<file path="config.mk">
export PLATFORM = sky130hd
export DESIGN_NAME = vad_speech_span_builder_top
export DESIGN_NICKNAME = d
export VERILOG_FILES = /design/src/hw/rtl/vsb_pkg.sv /design/src/hw/rtl/vsb_cfg.sv /design/src/hw/rtl/vsb_div.sv /design/src/hw/rtl/vad_speech_span_builder_top.sv
export SDC_FILE = /design/constraint.sdc
export NUM_CORES = 2
export LEC_CHECK = 0
export ABC_CLOCK_PERIOD_IN_PS = 14700
export BUFFER_PORTS_ARGS = -buffer_cell sky130_fd_sc_hd__buf_2
export CORE_MARGIN = 5
export CORE_UTILIZATION = 58
export CTS_BUF_LIST = sky130_fd_sc_hd__clkbuf_4
export DETAILED_ROUTE_END_ITERATION = 6
export HOLD_SLACK_MARGIN = 0.05
export PLACE_DENSITY_LB_ADDON = 0.05
export SYNTH_ARGS = -nofsm -noshare
export SYNTH_HDL_FRONTEND = slang
export SYNTH_SLANG_ARGS = --single-unit
</file>
<file path="constraint.sdc">
create_clock -name clk -period 14.7 [get_ports clk]
set_clock_uncertainty 0.15 [all_clocks]
set_input_delay 1.47 -clock clk [delete_from_list [all_inputs] [get_ports clk]]
set_output_delay 1.47 -clock clk [all_outputs]
set_load 0.03 [all_outputs]
</file>
<file path="src/hw/rtl/vsb_pkg.sv">
// shared types and constants of the speech span builder
package vsb_pkg;

  localparam int MS_BITS       = 40;
  localparam int PROB_BITS     = 16;
  localparam int WIN_BITS      = 13;
  localparam int MINLEN_BITS   = 24;
  localparam int PAD_BITS      = 20;
  localparam int RATE_BITS     = 18;
  localparam int CFG_ADDR_BITS = 5;
  localparam int CFG_DATA_BITS = 32;
  localparam int OUT_DATA_BITS = 2 * MS_BITS;

  localparam logic [MS_BITS-1:0]   MS_MAX     = {MS_BITS{1'b1}};
  localparam logic [PROB_BITS:0]   NEG_OFFSET = 17'd9830;

  // register indexes
  localparam logic [2:0] REG_THRESHOLD   = 3'd0;
  localparam logic [2:0] REG_WINDOW      = 3'd1;
  localparam logic [2:0] REG_MIN_SPEECH  = 3'd2;
  localparam logic [2:0] REG_MIN_SILENCE = 3'd3;
  localparam logic [2:0] REG_PAD         = 3'd4;
  localparam logic [2:0] REG_RATE        = 3'd5;

  localparam logic [PROB_BITS-1:0]   RST_THRESHOLD   = 16'd32768;
  localparam logic [WIN_BITS-1:0]    RST_WINDOW      = 13'd512;
  localparam logic [MINLEN_BITS-1:0] RST_MIN_SPEECH  = 24'd4000;
  localparam logic [MINLEN_BITS-1:0] RST_MIN_SILENCE = 24'd1600;
  localparam logic [PAD_BITS-1:0]    RST_PAD         = 20'd480;
  localparam logic [RATE_BITS-1:0]   RST_RATE        = 18'd16000;

  typedef struct packed {
    logic [PROB_BITS-1:0]   speech_threshold;
    logic [WIN_BITS-1:0]    window_samples;
    logic [MINLEN_BITS-1:0] min_speech_samples;
    logic [MINLEN_BITS-1:0] min_silence_samples;
    logic [PAD_BITS-1:0]    pad_samples;
    logic [RATE_BITS-1:0]   rate_hz;
  } vsb_cfg_t;

  typedef struct packed {
    logic busy;
    logic done;
  } vsb_div_sts_t;

  typedef enum logic [3:0] {
    ST_IDLE,
    ST_FRAME,
    ST_SIL,
    ST_LEN,
    ST_CONV_S,
    ST_WAIT_S,
    ST_CONV_E,
    ST_WAIT_E,
    ST_MERGE,
    ST_CONV_L,
    ST_WAIT_L,
    ST_FLUSH
  } vsb_state_t;

endpackage

</file>
<file path="src/hw/rtl/vsb_cfg.sv">
// configuration registers behind the apb-style port
module vsb_cfg (
  input  logic                             clk,
  input  logic                             rst_n,
  input  logic                             cfg_psel,
  input  logic                             cfg_penable,
  input  logic                             cfg_pwrite,
  input  logic [vsb_pkg::CFG_ADDR_BITS-1:0] cfg_paddr,
  input  logic [vsb_pkg::CFG_DATA_BITS-1:0] cfg_pwdata,
  output logic [vsb_pkg::CFG_DATA_BITS-1:0] cfg_prdata,
  output logic                             cfg_pready,
  output vsb_pkg::vsb_cfg_t                cfg_o
);
  import vsb_pkg::*;

  vsb_cfg_t   cfg_r;
  logic [2:0] reg_idx;
  logic       wr_en;

  assign reg_idx    = cfg_paddr[4:2];
  assign wr_en      = cfg_psel && cfg_penable && cfg_pwrite;
  assign cfg_pready = 1'b1;
  assign cfg_o      = cfg_r;

  always_ff @(posedge clk) begin
    if (!rst_n) begin
      cfg_r.speech_threshold    <= RST_THRESHOLD;
      cfg_r.window_samples      <= RST_WINDOW;
      cfg_r.min_speech_samples  <= RST_MIN_SPEECH;
      cfg_r.min_silence_samples <= RST_MIN_SILENCE;
      cfg_r.pad_samples         <= RST_PAD;
      cfg_r.rate_hz             <= RST_RATE;
    end else if (wr_en) begin
      unique case (reg_idx)
        REG_THRESHOLD:   cfg_r.speech_threshold    <= cfg_pwdata[PROB_BITS-1:0];
        REG_WINDOW:      cfg_r.window_samples      <= cfg_pwdata[WIN_BITS-1:0];
        REG_MIN_SPEECH:  cfg_r.min_speech_samples  <= cfg_pwdata[MINLEN_BITS-1:0];
        REG_MIN_SILENCE: cfg_r.min_silence_samples <= cfg_pwdata[MINLEN_BITS-1:0];
        REG_PAD:         cfg_r.pad_samples         <= cfg_pwdata[PAD_BITS-1:0];
        REG_RATE:        cfg_r.rate_hz             <= cfg_pwdata[RATE_BITS-1:0];
        default: ;
      endcase
    end
  end

  always_comb begin
    cfg_prdata = '0;
    unique case (reg_idx)
      REG_THRESHOLD:   cfg_prdata = CFG_DATA_BITS'(cfg_r.speech_threshold);
      REG_WINDOW:      cfg_prdata = CFG_DATA_BITS'(cfg_r.window_samples);
      REG_MIN_SPEECH:  cfg_prdata = CFG_DATA_BITS'(cfg_r.min_speech_samples);
      REG_MIN_SILENCE: cfg_prdata = CFG_DATA_BITS'(cfg_r.min_silence_samples);
      REG_PAD:         cfg_prdata = CFG_DATA_BITS'(cfg_r.pad_samples);
      REG_RATE:        cfg_prdata = CFG_DATA_BITS'(cfg_r.rate_hz);
      default:         cfg_prdata = '0;
    endcase
  end

endmodule

</file>
<file path="src/hw/rtl/vsb_div.sv">
// shared radix-2 divider: samples to milliseconds, saturating
module vsb_div #(
  parameter int SAMPLE_BITS = 41
) (
  input  logic                          clk,
  input  logic                          rst_n,
  input  logic                          start,
  input  logic [SAMPLE_BITS-1:0]        samples,
  input  logic [vsb_pkg::RATE_BITS-1:0] rate,
  output vsb_pkg::vsb_div_sts_t         sts,
  output logic [vsb_pkg::MS_BITS-1:0]   ms
);
  import vsb_pkg::*;

  localparam int DW = SAMPLE_BITS + 10;
  localparam int CW = $clog2(DW + 1);
  localparam int QW = (DW > MS_BITS) ? DW : MS_BITS + 1;

  logic                 busy_r;
  logic                 prep_r;
  logic                 done_r;
  logic [CW-1:0]        cnt_r;
  logic [DW-1:0]        num_r;
  logic [DW-1:0]        quo_r;
  logic [RATE_BITS-1:0] rate_r;
  logic [RATE_BITS-1:0] rem_r;
  logic [MS_BITS-1:0]   ms_r;

  logic [RATE_BITS:0]   trial;
  logic [RATE_BITS:0]   diff;
  logic                 ge;
  logic [RATE_BITS-1:0] rem_nxt;
  logic [DW-1:0]        quo_nxt;
  logic [QW-1:0]        quo_ext;
  logic [DW-1:0]        times1000;

  // x*1000 = x*1024 - x*32 + x*8
  assign times1000 = {num_r[SAMPLE_BITS-1:0], 10'd0}
                   - {5'd0, num_r[SAMPLE_BITS-1:0], 5'd0}
                   + {7'd0, num_r[SAMPLE_BITS-1:0], 3'd0};

  assign trial   = {rem_r, num_r[DW-1]};
  assign ge      = trial >= {1'b0, rate_r};
  assign diff    = trial - {1'b0, rate_r};
  assign rem_nxt = ge ? diff[RATE_BITS-1:0] : trial[RATE_BITS-1:0];
  assign quo_nxt = {quo_r[DW-2:0], ge};
  assign quo_ext = QW'(quo_nxt);

  assign sts.busy = busy_r;
  assign sts.done = done_r;
  assign ms       = ms_r;

  always_ff @(posedge clk) begin
    if (!rst_n) begin
      busy_r <= 1'b0;
      prep_r <= 1'b0;
      done_r <= 1'b0;
      cnt_r  <= '0;
    end else begin
      done_r <= 1'b0;
      if (start) begin
        busy_r <= 1'b1;
        prep_r <= 1'b1;
      end else if (prep_r) begin
        prep_r <= 1'b0;
        cnt_r  <= CW'(DW);
      end else if (busy_r) begin
        cnt_r <= cnt_r - CW'(1);
        if (cnt_r == CW'(1)) begin
          busy_r <= 1'b0;
          done_r <= 1'b1;
        end
      end
    end
  end

  always_ff @(posedge clk) begin
    if (start) begin
      num_r  <= DW'(samples);
      rate_r <= (rate == '0) ? RATE_BITS'(1) : rate;
      rem_r  <= '0;
    end else if (prep_r) begin
      num_r <= times1000;
    end else if (busy_r) begin
      rem_r <= rem_nxt;
      num_r <= {num_r[DW-2:0], 1'b0};
      quo_r <= quo_nxt;
      if (cnt_r == CW'(1)) begin
        ms_r <= (|quo_ext[QW-1:MS_BITS]) ? MS_MAX : quo_ext[MS_BITS-1:0];
      end
    end
  end

  a_start_idle: assert property (@(posedge clk) disable iff (!rst_n)
    start |-> !busy_r)
    else $error("divider started while busy");

  a_done_after_busy: assert property (@(posedge clk) disable iff (!rst_n)
    done_r |-> $past(busy_r))
    else $error("divider done without a running division");

  a_cnt_live: assert property (@(posedge clk) disable iff (!rst_n)
    (busy_r && !prep_r) |-> (cnt_r != '0 && cnt_r <= CW'(DW)))
    else $error("divider step count out of range");

endmodule

</file>
<file path="src/hw/rtl/vad_speech_span_builder_top.sv">
// speech span builder: hysteresis sequencer, shared divider and output register
// a frame without a release passes the frame state and at most the silence and length checks;
//   each ms conversion is done on the shared divider
// a frame that ends a span takes two conversions, a finish up to three
// one item at a time; in_tready is high only while the sequencer waits for work
// results sit in an output register, so the next item is taken while one waits
// synchronous active-low reset clears the speech, silence and held-span flags
module vad_speech_span_builder_top #(
  parameter int POSITION_BITS = 40
) (
  input  logic clk,
  input  logic rst_n,
  input  logic in_tvalid,
  output logic in_tready,
  // probability [15:0], position [POSITION_BITS+15:16], zero fill
  input  logic [((vsb_pkg::PROB_BITS+POSITION_BITS+7)/8)*8-1:0] in_tdata,
  // action
  input  logic in_tuser,
  output logic out_tvalid,
  input  logic out_tready,
  // span start in ms [39:0], span end in ms [79:40]
  output logic [vsb_pkg::OUT_DATA_BITS-1:0] out_tdata,
  output logic out_tlast,
  input  logic                              cfg_psel,
  input  logic                              cfg_penable,
  input  logic                              cfg_pwrite,
  input  logic [vsb_pkg::CFG_ADDR_BITS-1:0] cfg_paddr,
  input  logic [vsb_pkg::CFG_DATA_BITS-1:0] cfg_pwdata,
  output logic [vsb_pkg::CFG_DATA_BITS-1:0] cfg_prdata,
  output logic                              cfg_pready
);
  import vsb_pkg::*;

  localparam int PB = POSITION_BITS;
  localparam int SW = POSITION_BITS + 1;

  vsb_cfg_t     cfg;
  vsb_div_sts_t div_sts;
  logic [MS_BITS-1:0] div_ms;
  logic               div_start;
  logic [SW-1:0]      div_samples;

  vsb_state_t state_r, state_nxt;

  logic                 act_r;
  logic [PROB_BITS-1:0] prob_r;
  logic [PB-1:0]        pos_r;
  logic                 in_speech_r;
  logic                 sil_pend_r;
  logic                 held_valid_r;
  logic [PB-1:0]        speech_begin_r;
  logic [PB-1:0]        sil_begin_r;
  logic [PB:0]          cursor_r;
  logic [MS_BITS-1:0]   s_ms_r;
  logic [MS_BITS-1:0]   e_ms_r;
  logic [MS_BITS-1:0]   held_start_r;
  logic [MS_BITS-1:0]   held_end_r;
  logic                 out_valid_r;
  logic [MS_BITS-1:0]   out_start_r;
  logic [MS_BITS-1:0]   out_end_r;
  logic                 out_last_r;

  logic               in_accept;
  logic               slot_free;
  logic               prob_high;
  logic               prob_low;
  logic [PB+1:0]      sil_diff;
  logic               sil_ok;
  logic [PB-1:0]      end_sel;
  logic [PB:0]        len_diff;
  logic               len_ok;
  logic               merge_hit;
  logic               merge_emit;
  logic               out_load;
  logic [MS_BITS-1:0] emit_start;
  logic [MS_BITS-1:0] emit_end;
  logic               emit_last;

  vsb_cfg u_cfg (
    .clk         (clk),
    .rst_n       (rst_n),
    .cfg_psel    (cfg_psel),
    .cfg_penable (cfg_penable),
    .cfg_pwrite  (cfg_pwrite),
    .cfg_paddr   (cfg_paddr),
    .cfg_pwdata  (cfg_pwdata),
    .cfg_prdata  (cfg_prdata),
    .cfg_pready  (cfg_pready),
    .cfg_o       (cfg)
  );

  vsb_div #(
    .SAMPLE_BITS (SW)
  ) u_div (
    .clk     (clk),
    .rst_n   (rst_n),
    .start   (div_start),
    .samples (div_samples),
    .rate    (cfg.rate_hz),
    .sts     (div_sts),
    .ms      (div_ms)
  );

  assign in_accept = in_tvalid && in_tready;
  assign slot_free = !out_valid_r || out_tready;

  assign prob_high = prob_r >= cfg.speech_threshold;
  assign prob_low  = ({1'b0, prob_r} + NEG_OFFSET) < {1'b0, cfg.speech_threshold};

  assign sil_diff = {1'b0, cursor_r} - {2'b0, sil_begin_r};
  assign sil_ok   = !sil_diff[PB+1] && (sil_diff[PB:0] >= (PB+1)'(cfg.min_silence_samples));

  assign end_sel  = act_r ? pos_r : sil_begin_r;
  assign len_diff = {1'b0, end_sel} - {1'b0, speech_begin_r};
  assign len_ok   = in_speech_r && !len_diff[PB]
                 && (len_diff[PB-1:0] > PB'(cfg.min_speech_samples));

  assign merge_hit  = held_valid_r && (s_ms_r <= held_end_r);
  assign merge_emit = held_valid_r && !merge_hit;

  // next state
  always_comb begin
    state_nxt = state_r;
    unique case (state_r)
      ST_IDLE:   if (in_tvalid) state_nxt = in_tuser ? ST_LEN : ST_FRAME;
      ST_FRAME:  state_nxt = (prob_low && in_speech_r) ? ST_SIL : ST_IDLE;
      ST_SIL:    state_nxt = sil_ok ? ST_LEN : ST_IDLE;
      ST_LEN: begin
        priority if (len_ok)                state_nxt = ST_CONV_S;
        else if (act_r && held_valid_r)     state_nxt = ST_CONV_L;
        else                                state_nxt = ST_IDLE;
      end
      ST_CONV_S: state_nxt = ST_WAIT_S;
      ST_WAIT_S: if (div_sts.done) state_nxt = ST_CONV_E;
      ST_CONV_E: state_nxt = ST_WAIT_E;
      ST_WAIT_E: if (div_sts.done) state_nxt = ST_MERGE;
      ST_MERGE: begin
        if (!merge_emit || slot_free) state_nxt = act_r ? ST_CONV_L : ST_IDLE;
      end
      ST_CONV_L: state_nxt = ST_WAIT_L;
      ST_WAIT_L: if (div_sts.done) state_nxt = ST_FLUSH;
      ST_FLUSH:  if (slot_free) state_nxt = ST_IDLE;
      default:   state_nxt = ST_IDLE;
    endcase
  end

  // outputs of the sequencer
  always_comb begin
    in_tready   = 1'b0;
    div_start   = 1'b0;
    div_samples = SW'(pos_r);
    out_load    = 1'b0;
    emit_start  = held_start_r;
    emit_end    = held_end_r;
    emit_last   = 1'b1;
    unique case (state_r)
      ST_IDLE: in_tready = 1'b1;
      ST_CONV_S: begin
        div_start   = 1'b1;
        div_samples = (speech_begin_r > PB'(cfg.pad_samples))
                    ? SW'(speech_begin_r - PB'(cfg.pad_samples)) : '0;
      end
      ST_CONV_E: begin
        div_start   = 1'b1;
        div_samples = SW'(end_sel) + SW'(cfg.pad_samples);
      end
      ST_CONV_L: begin
        div_start   = 1'b1;
        div_samples = SW'(pos_r);
      end
      ST_MERGE: begin
        out_load  = merge_emit && slot_free;
        emit_last = !act_r;
      end
      ST_FLUSH: begin
        out_load = slot_free;
        emit_end = (held_end_r > div_ms) ? div_ms : held_end_r;
      end
      default: ;
    endcase
  end

  always_ff @(posedge clk) begin
    if (!rst_n) begin
      state_r      <= ST_IDLE;
      in_speech_r  <= 1'b0;
      sil_pend_r   <= 1'b0;
      held_valid_r <= 1'b0;
      out_valid_r  <= 1'b0;
    end else begin
      state_r <= state_nxt;
      if (out_load) begin
        out_valid_r <= 1'b1;
      end else if (out_tready) begin
        out_valid_r <= 1'b0;
      end
      unique case (state_r)
        ST_FRAME: begin
          if (prob_high) sil_pend_r <= 1'b0;
          if (prob_high && !in_speech_r) begin
            in_speech_r <= 1'b1;
          end else if (prob_low && in_speech_r && !sil_pend_r) begin
            sil_pend_r <= 1'b1;
          end
        end
        ST_LEN: begin
          if (!act_r) begin
            in_speech_r <= 1'b0;
            sil_pend_r  <= 1'b0;
          end else if (len_ok) begin
            in_speech_r <= 1'b0;
          end
        end
        ST_MERGE: held_valid_r <= 1'b1;
        ST_FLUSH: if (slot_free) held_valid_r <= 1'b0;
        default: ;
      endcase
    end
  end

  always_ff @(posedge clk) begin
    if (in_accept) begin
      act_r  <= in_tuser;
      prob_r <= in_tdata[PROB_BITS-1:0];
      pos_r  <= in_tdata[PROB_BITS +: PB];
    end
    if (out_load) begin
      out_start_r <= emit_start;
      out_end_r   <= emit_end;
      out_last_r  <= emit_last;
    end
    unique case (state_r)
      ST_FRAME: begin
        if (prob_high && !in_speech_r) speech_begin_r <= pos_r;
        if (prob_low && in_speech_r && !sil_pend_r) sil_begin_r <= pos_r;
        cursor_r <= {1'b0, pos_r} + (PB+1)'(cfg.window_samples);
      end
      ST_WAIT_S: if (div_sts.done) s_ms_r <= div_ms;
      ST_WAIT_E: if (div_sts.done) e_ms_r <= div_ms;
      ST_MERGE: begin
        if (merge_hit) begin
          if (e_ms_r > held_end_r) held_end_r <= e_ms_r;
        end else if (!held_valid_r || slot_free) begin
          held_start_r <= s_ms_r;
          held_end_r   <= e_ms_r;
        end
      end
      default: ;
    endcase
  end

  assign out_tvalid = out_valid_r;
  assign out_tdata  = {out_end_r, out_start_r};
  assign out_tlast  = out_last_r;

  a_accept_starts: assert property (@(posedge clk) disable iff (!rst_n)
    in_accept |=> state_r != ST_IDLE)
    else $error("accepted transfer did not start the sequencer");

  a_no_overwrite: assert property (@(posedge clk) disable iff (!rst_n)
    out_load |-> (!out_valid_r || out_tready))
    else $error("result register overwritten before its transfer");

  a_flush_clears: assert property (@(posedge clk) disable iff (!rst_n)
    (state_r == ST_FLUSH && out_load) |=> !held_valid_r && state_r == ST_IDLE)
    else $error("held span not cleared after flush");

  a_conv_idle_div: assert property (@(posedge clk) disable iff (!rst_n)
    (state_r == ST_CONV_S || state_r == ST_CONV_E || state_r == ST_CONV_L)
      |-> !div_sts.busy)
    else $error("conversion requested while divider busy");

endmodule

</file>
---- Word level (Yosys, flattened, before mapping) ----
Cells that the tools add are included.
operators by class
  reduce and logical (&&, ||, !) cells .... 57
  bitwise operators ....................... 5
  $add $sub $neg .......................... 10
  multiplexer cells ....................... 50
  magnitude comparators ................... 9
  equality and inequality tests ........... 28
operators with widths
  kind                                      number
  two-way mux 40 bit                        6
  one-hot mux 24 bit (6 select lines)       1
  two-way mux 51 bit                        2
  two-way mux 41 bit                        2
  one-hot mux 41 bit (2 select lines)       1
  greater-than comparator 40 bit            2
  adder 51 x 44 -> 51 bit                   1
  subtractor 51 x 46 -> 51 bit              1
  one-hot mux 4 bit (12 select lines)       1
  subtractor 41 x 40 -> 42 bit              1
  adder 40 x 13 -> 41 bit                   1
  adder 40 x 20 -> 41 bit                   1
  >= comparator 41 x 24 -> 1 bit            1
  subtractor 40 x 20 -> 41 bit              1
  subtractor 40 x 40 -> 41 bit              1
  greater-than comparator 40 x 20 -> 1 bit  1
  greater-than comparator 40 x 24 -> 1 bit  1
  less-or-equal comparator 40 bit           1
  two-way mux 4 bit                         9
  AND reduction 2 bit                       14
  >= comparator 19 x 18 -> 1 bit            1
  logical NOT 18 bit                        1
  two-way mux 1 bit                         18
  two-way mux 18 bit                        1
  33 further kinds                          89
word-level totals
  bits of input ports ..................... 101
  word-level logic and storage cells ...... 193
  flip-flop bits (word level) ............. 728
  output and inout bits ................... 116

---- Depth between registers and ports, before layout ----
  depth after elaboration ................. 8
  mapped depth ............................ 31
  depth with buffers taken out ............ 25

---- Cells and area by module ----
Synthesis repeated with hierarchy kept, for this count alone.
unflattened totals
  cell total of the unflattened synthesis .. 4510
  area total of the unflattened synthesis .. 45657.5 um2
by module, submodules not included
  module                       cells each  area each (um2)  instances
  vad_speech_span_builder_top  2767        28519.9          1
  vsb_div                      1189        11865.1          1
  vsb_cfg                      554         5272.6           1

---- Worst setup path before layout ----
OpenSTA, ideal clock, no wires.
  kind .................................... register to register
  start point ............................. register act_r
  end point ............................... register state_r[0]
  period minus slack after synthesis ...... 6.645 ns
  slack ................................... 8.055 ns
  stages on the path, launching flop included .. 31
  buffers on the path ..................... 6
  data required time ...................... 14.492 ns
  arrival ................................. 6.436 ns
  cells stage by stage .................... edfxtp_1 > clkbuf_1 > clkbuf_1 > clkbuf_1 > clkbuf_1 > buf_1 > buf_1 > nand2_1 > o21a_1 > fa_1 > nand2b_1 > a21oi_1 > o21ai_0 > nand2_1 > and3_1 > nand2b_1 > a21boi_0 > or2_2 > o21ai_0 > xor2_1 > ha_1 > and2_0 > a221o_1 > a21oi_1 > o311ai_0 > a2111o_1 > nor4_1 > and4b_1 > a31oi_1 > a21oi_1 > o221a_2
on the way
  longest elaborated chain between the ends .. 7
  elaborated cells on any way between the ends .. 12
ends and longest elaborated chain
  element                                                                               line                                source
  start: declaration                                                                    vad_speech_span_builder_top.sv:45   logic act_r;
  start signal: assignment                                                              vad_speech_span_builder_top.sv:223  act_r <= in_tuser;
  parallel branches: the longest is 6 deep, another holds subtractor 40 x 40 -> 41 bit  -
  one-hot mux 4 bit (12 select lines) *                                                 vad_speech_span_builder_top.sv:124  unique case (state_r)
  end signal: assignment                                                                vad_speech_span_builder_top.sv:191  state_r <= state_nxt;
  end: declaration                                                                      vad_speech_span_builder_top.sv:43   vsb_state_t state_r, state_nxt;
Every way passes the cells marked *. The select of a mux whose other input is x is not followed.
A chain may end at the register's enable or synchronous reset.

---- Worst setup path in the final report ----
Same ends and word-level chain as after synthesis.

==> impl_metrics.json <==
{
  "drc": 0,
  "worstMarginPinSlew_ps": 1190,
  "clkLatencyLatePin_ps": 1080,
  "cts_tree": "done",
  "cts_root_buf": "clkbuf_4",
  "grt_use_total": 0.2851,
  "hold_viol": 0,
  "max-clock-path-buffers": 3,
  "setup_slack_ps": 7251,
  "synthCells": 4569,
  "setup_viol": 0,
  "dpl.hpwl_um": 92210,
  "totalWireLength_um": 121300,
  "cp_common_cell": "o21ai_0",
  "status": "completed",
  "synth_common_cells": "edfxtp_1 (568), nand2_1 (474), inv_1 (456), ha_1 (408), a21oi_1 (355)",
  "synth-edff-count": 568,
  "gp_congestion": 0.9490,
  "final_antenna_net_count": 0,
  "drv_slew": 0,
  "synth-seq-cells": 728,
  "rows": 102,
  "drtPass1Iterations": 6,
  "startpoint_type": "register",
  "slew_headroom": 0.2048,
  "synth_top_family_by_area": "compound AO/OA/AOI/OAI gates",
  "cap_violations": 0,
  "powerDensity_nw_per_um2": 113.4,
  "cp_slowest_cell": "o311ai_0",
  "worst_path_largest_cell_delay_ps": 910,
  "synth_xor_area_frac": 0.04134,
  "hold_slack_ps": 257.9,
  "period_share": 0.5067,
  "synthMostInstantiatedCell": "edfxtp_1",
  "die-width_um": 289.6,
  "cts_buffers": 188,
  "yosysUniqueCellTypes": 89,
  "grt_pass1_wl_um": 187500,
  "grt_pass1_vias": 34062,
  "synth_compound_area_frac": 0.1746,
  "fmax_mhz": 134.2,
  "synthMuxAreaShare": 0.02335,
  "portBuffers": 197,
  "io_pins": 217,
  "critPathMaxFanout": 84,
  "start_util": 0.5852,
  "ys.flop_type": "edfxtp_1",
  "grt_max_degree": 104,
  "die_h_um": 289.6,
  "nets": 5373,
  "rsz0062_at_grt": "false",
  "die_area_um2": 83860,
  "timing.setup.tns_ps": 0,
  "antenna_found_initial": 3,
  "synth_fa_ha_area_frac": 0.1303,
  "hold_class": "register to register",
  "area_growth_pct": 9.797,
  "worstPathArrival_ps": 8160,
  "synth_top_area_cell": "edfxtp_1",
  "yosys_warnings": 0,
  "drt_iter0_drc": 3346,
  "worstSetupPathType": "register to register",
  "endpoint_kind": "register",
  "seq_area_frac_synth": 0.4469,
  "synth_top_area_frac": 0.3762,
  "synth.avg_cell_area_um2": 9.923,
  "crit_chain": "buf_4 > o21ai_0 > ha_1 > a21oi_1 > nand2_1 > o21ai_0 > nand2_1 > and3_1 > nand2b_1 > a21boi_0 > or2_2 > o21ai_0 > xor2_1 > ha_1 > and2_0 > nand4_1 > o311ai_0 > a2111o_1 > nor4_1 > and4b_1 > a31oi_1 > a21oi_1 > o221a_2",
  "vias_per_cell": 5.851,
  "period_minus_slack_ps": 7449,
  "leakagePower_uw": 0.02004,
  "clock_sinks": 728,
  "cts_hold_buf": 0,
  "clkTransAtPathRegs_ps": 60,
  "post_cts_buffers": 0,
  "peakVddDrop_mv": 0.09478,
  "layout-drive-gt1-share": 0.1252,
  "netlist_area_um2": 45340,
  "wire_per_inst_um": 20.15,
  "rrSetupSlack_ps": 7250,
  "synth_area_leaders": "edfxtp_1 (38%), ha_1 (11%), dfxtp_1 (7.1%), nand2_1 (3.9%), a21oi_1 (3.9%)",
  "post_cts_resized": 0,
  "synth_simple_gate_area_frac": 0.1298,
  "vias": 35215,
  "core-area_um2": 77470,
  "async_reset_ff_frac": 0,
  "cts.htree.levels": 4,
  "crit_required_ps": 15410,
  "overflow": 0,
  "pre_cts_slack_ps": 7359
}
[cells in the final DEF (no fill, tap or decap), types with 34 or more instances in the layout]
cell type / instances
edfxtp_1: 568
nand2_1: 474
inv_1: 456
ha_1: 408
a21oi_1: 354
clkbuf_4: 266
o21ai_0: 215
nor2_1: 205
buf_2: 196
dfxtp_1: 159
xnor2_1: 150
a21o_1: 139
a21boi_0: 114
mux2i_1: 99
nor3_1: 78
nand4_1: 77
nand3_1: 75
xor2_1: 64
nand2b_1: 54
or2_2: 54
clkinv_1: 47
o211ai_1: 45
o21a_1: 45
nor2b_1: 43
and3_1: 43
fa_1: 40
a211oi_1: 37
buf_4: 34
[through the flow]
stage          utilization  std cells  area, um2  power, uW
6_report            0.6426       6019      49780       5646
5_1_grt             0.6426       6019      49780       5979
4_1_cts             0.6425       6016      49770       5680
3_5_place_dp        0.6106       5674      47300       3877
3_3_place_gp        0.6106       5674      47300       3855
2_1_floorplan            -       4576      45360       3489
[path summary, 6_finish.rpt]
check / start / to / cells past startpoint
max: act_r / state_r[0] / 23
min: u_div.quo_r[3] / u_div.quo_r[4] / 0
max reg2reg: act_r / state_r[0] / 23
min reg2reg: u_div.quo_r[3] / u_div.quo_r[4] / 0
[where the power goes]
group / total [uW] / switching (uW) / internal, uW
clock: 1780 / 875 / 906
sequential: 2440 / 108 / 2330
combinational: 1420 / 869 / 555
[critical path, delay by kind of cell (launching register included)]
kind                       cells  cell delay, ps
AOI/OAI and AO/OA             10            3960
adders and majority gates      2             700
and+or+nand+nor                9            1360
xor gates and xnor gates       1             180
buffers and inverters          1             620
DFF                            1             320
[per-layer routing]
layer / track usage / share of wire / vias up
met5: 0 / 0 / -
met4: 0.09568 / 0.032 / 0
met3: 0.04620 / 0.066 / 207
met2: 0.4692 / 0.46 / 1203
met1: 0.3882 / 0.44 / 16602
li1: - / - / 17203
[state kept, by name, summed over array words and instances, names as in the netlist, 4 cells and up]
register,cells
u_div.rate_r,18
emit_start,40
sil_begin_r,40
prob_r,16
u_cfg.cfg_o,115
e_ms_r,40
speech_begin_r,40
u_div.cnt_r,6
cursor_r,41
u_div.num_r,51
s_ms_r,40
u_div.rem_r,18
out_start_r,40
u_div.ms,40
out_end_r,40
state_r,4
u_div.quo_r,50
held_end_r,40
pos_r,40
[final cells by class]
cell class / instances / area (um2)
Tap cell: 1040 / 1301
Clock buffer: 266 / 1997
Sequential cell: 728 / 20260
Fill cell: 6531 / 27690
Clock inverter: 76 / 475.5
Antenna cell: 3 / 7.507
Timing Repair Buffer: 230 / 1236
Inverter: 461 / 1730
Multi-Input combinational cell: 3215 / 22770
[cells by family after synthesis]
| family | count (synthesis) |
|---|---|
| AND/OR/NAND/NOR | 1227 |
| AO/OA/AOI/OAI | 1213 |
| flip-flops | 728 |
| buffers and inverters | 633 |
| adder cells (fa/ha/maj) | 448 |
| XOR/XNOR | 214 |
| multiplexers | 104 |
| other | 2 |
No activity file was read; power rests on OpenSTA's default activity.
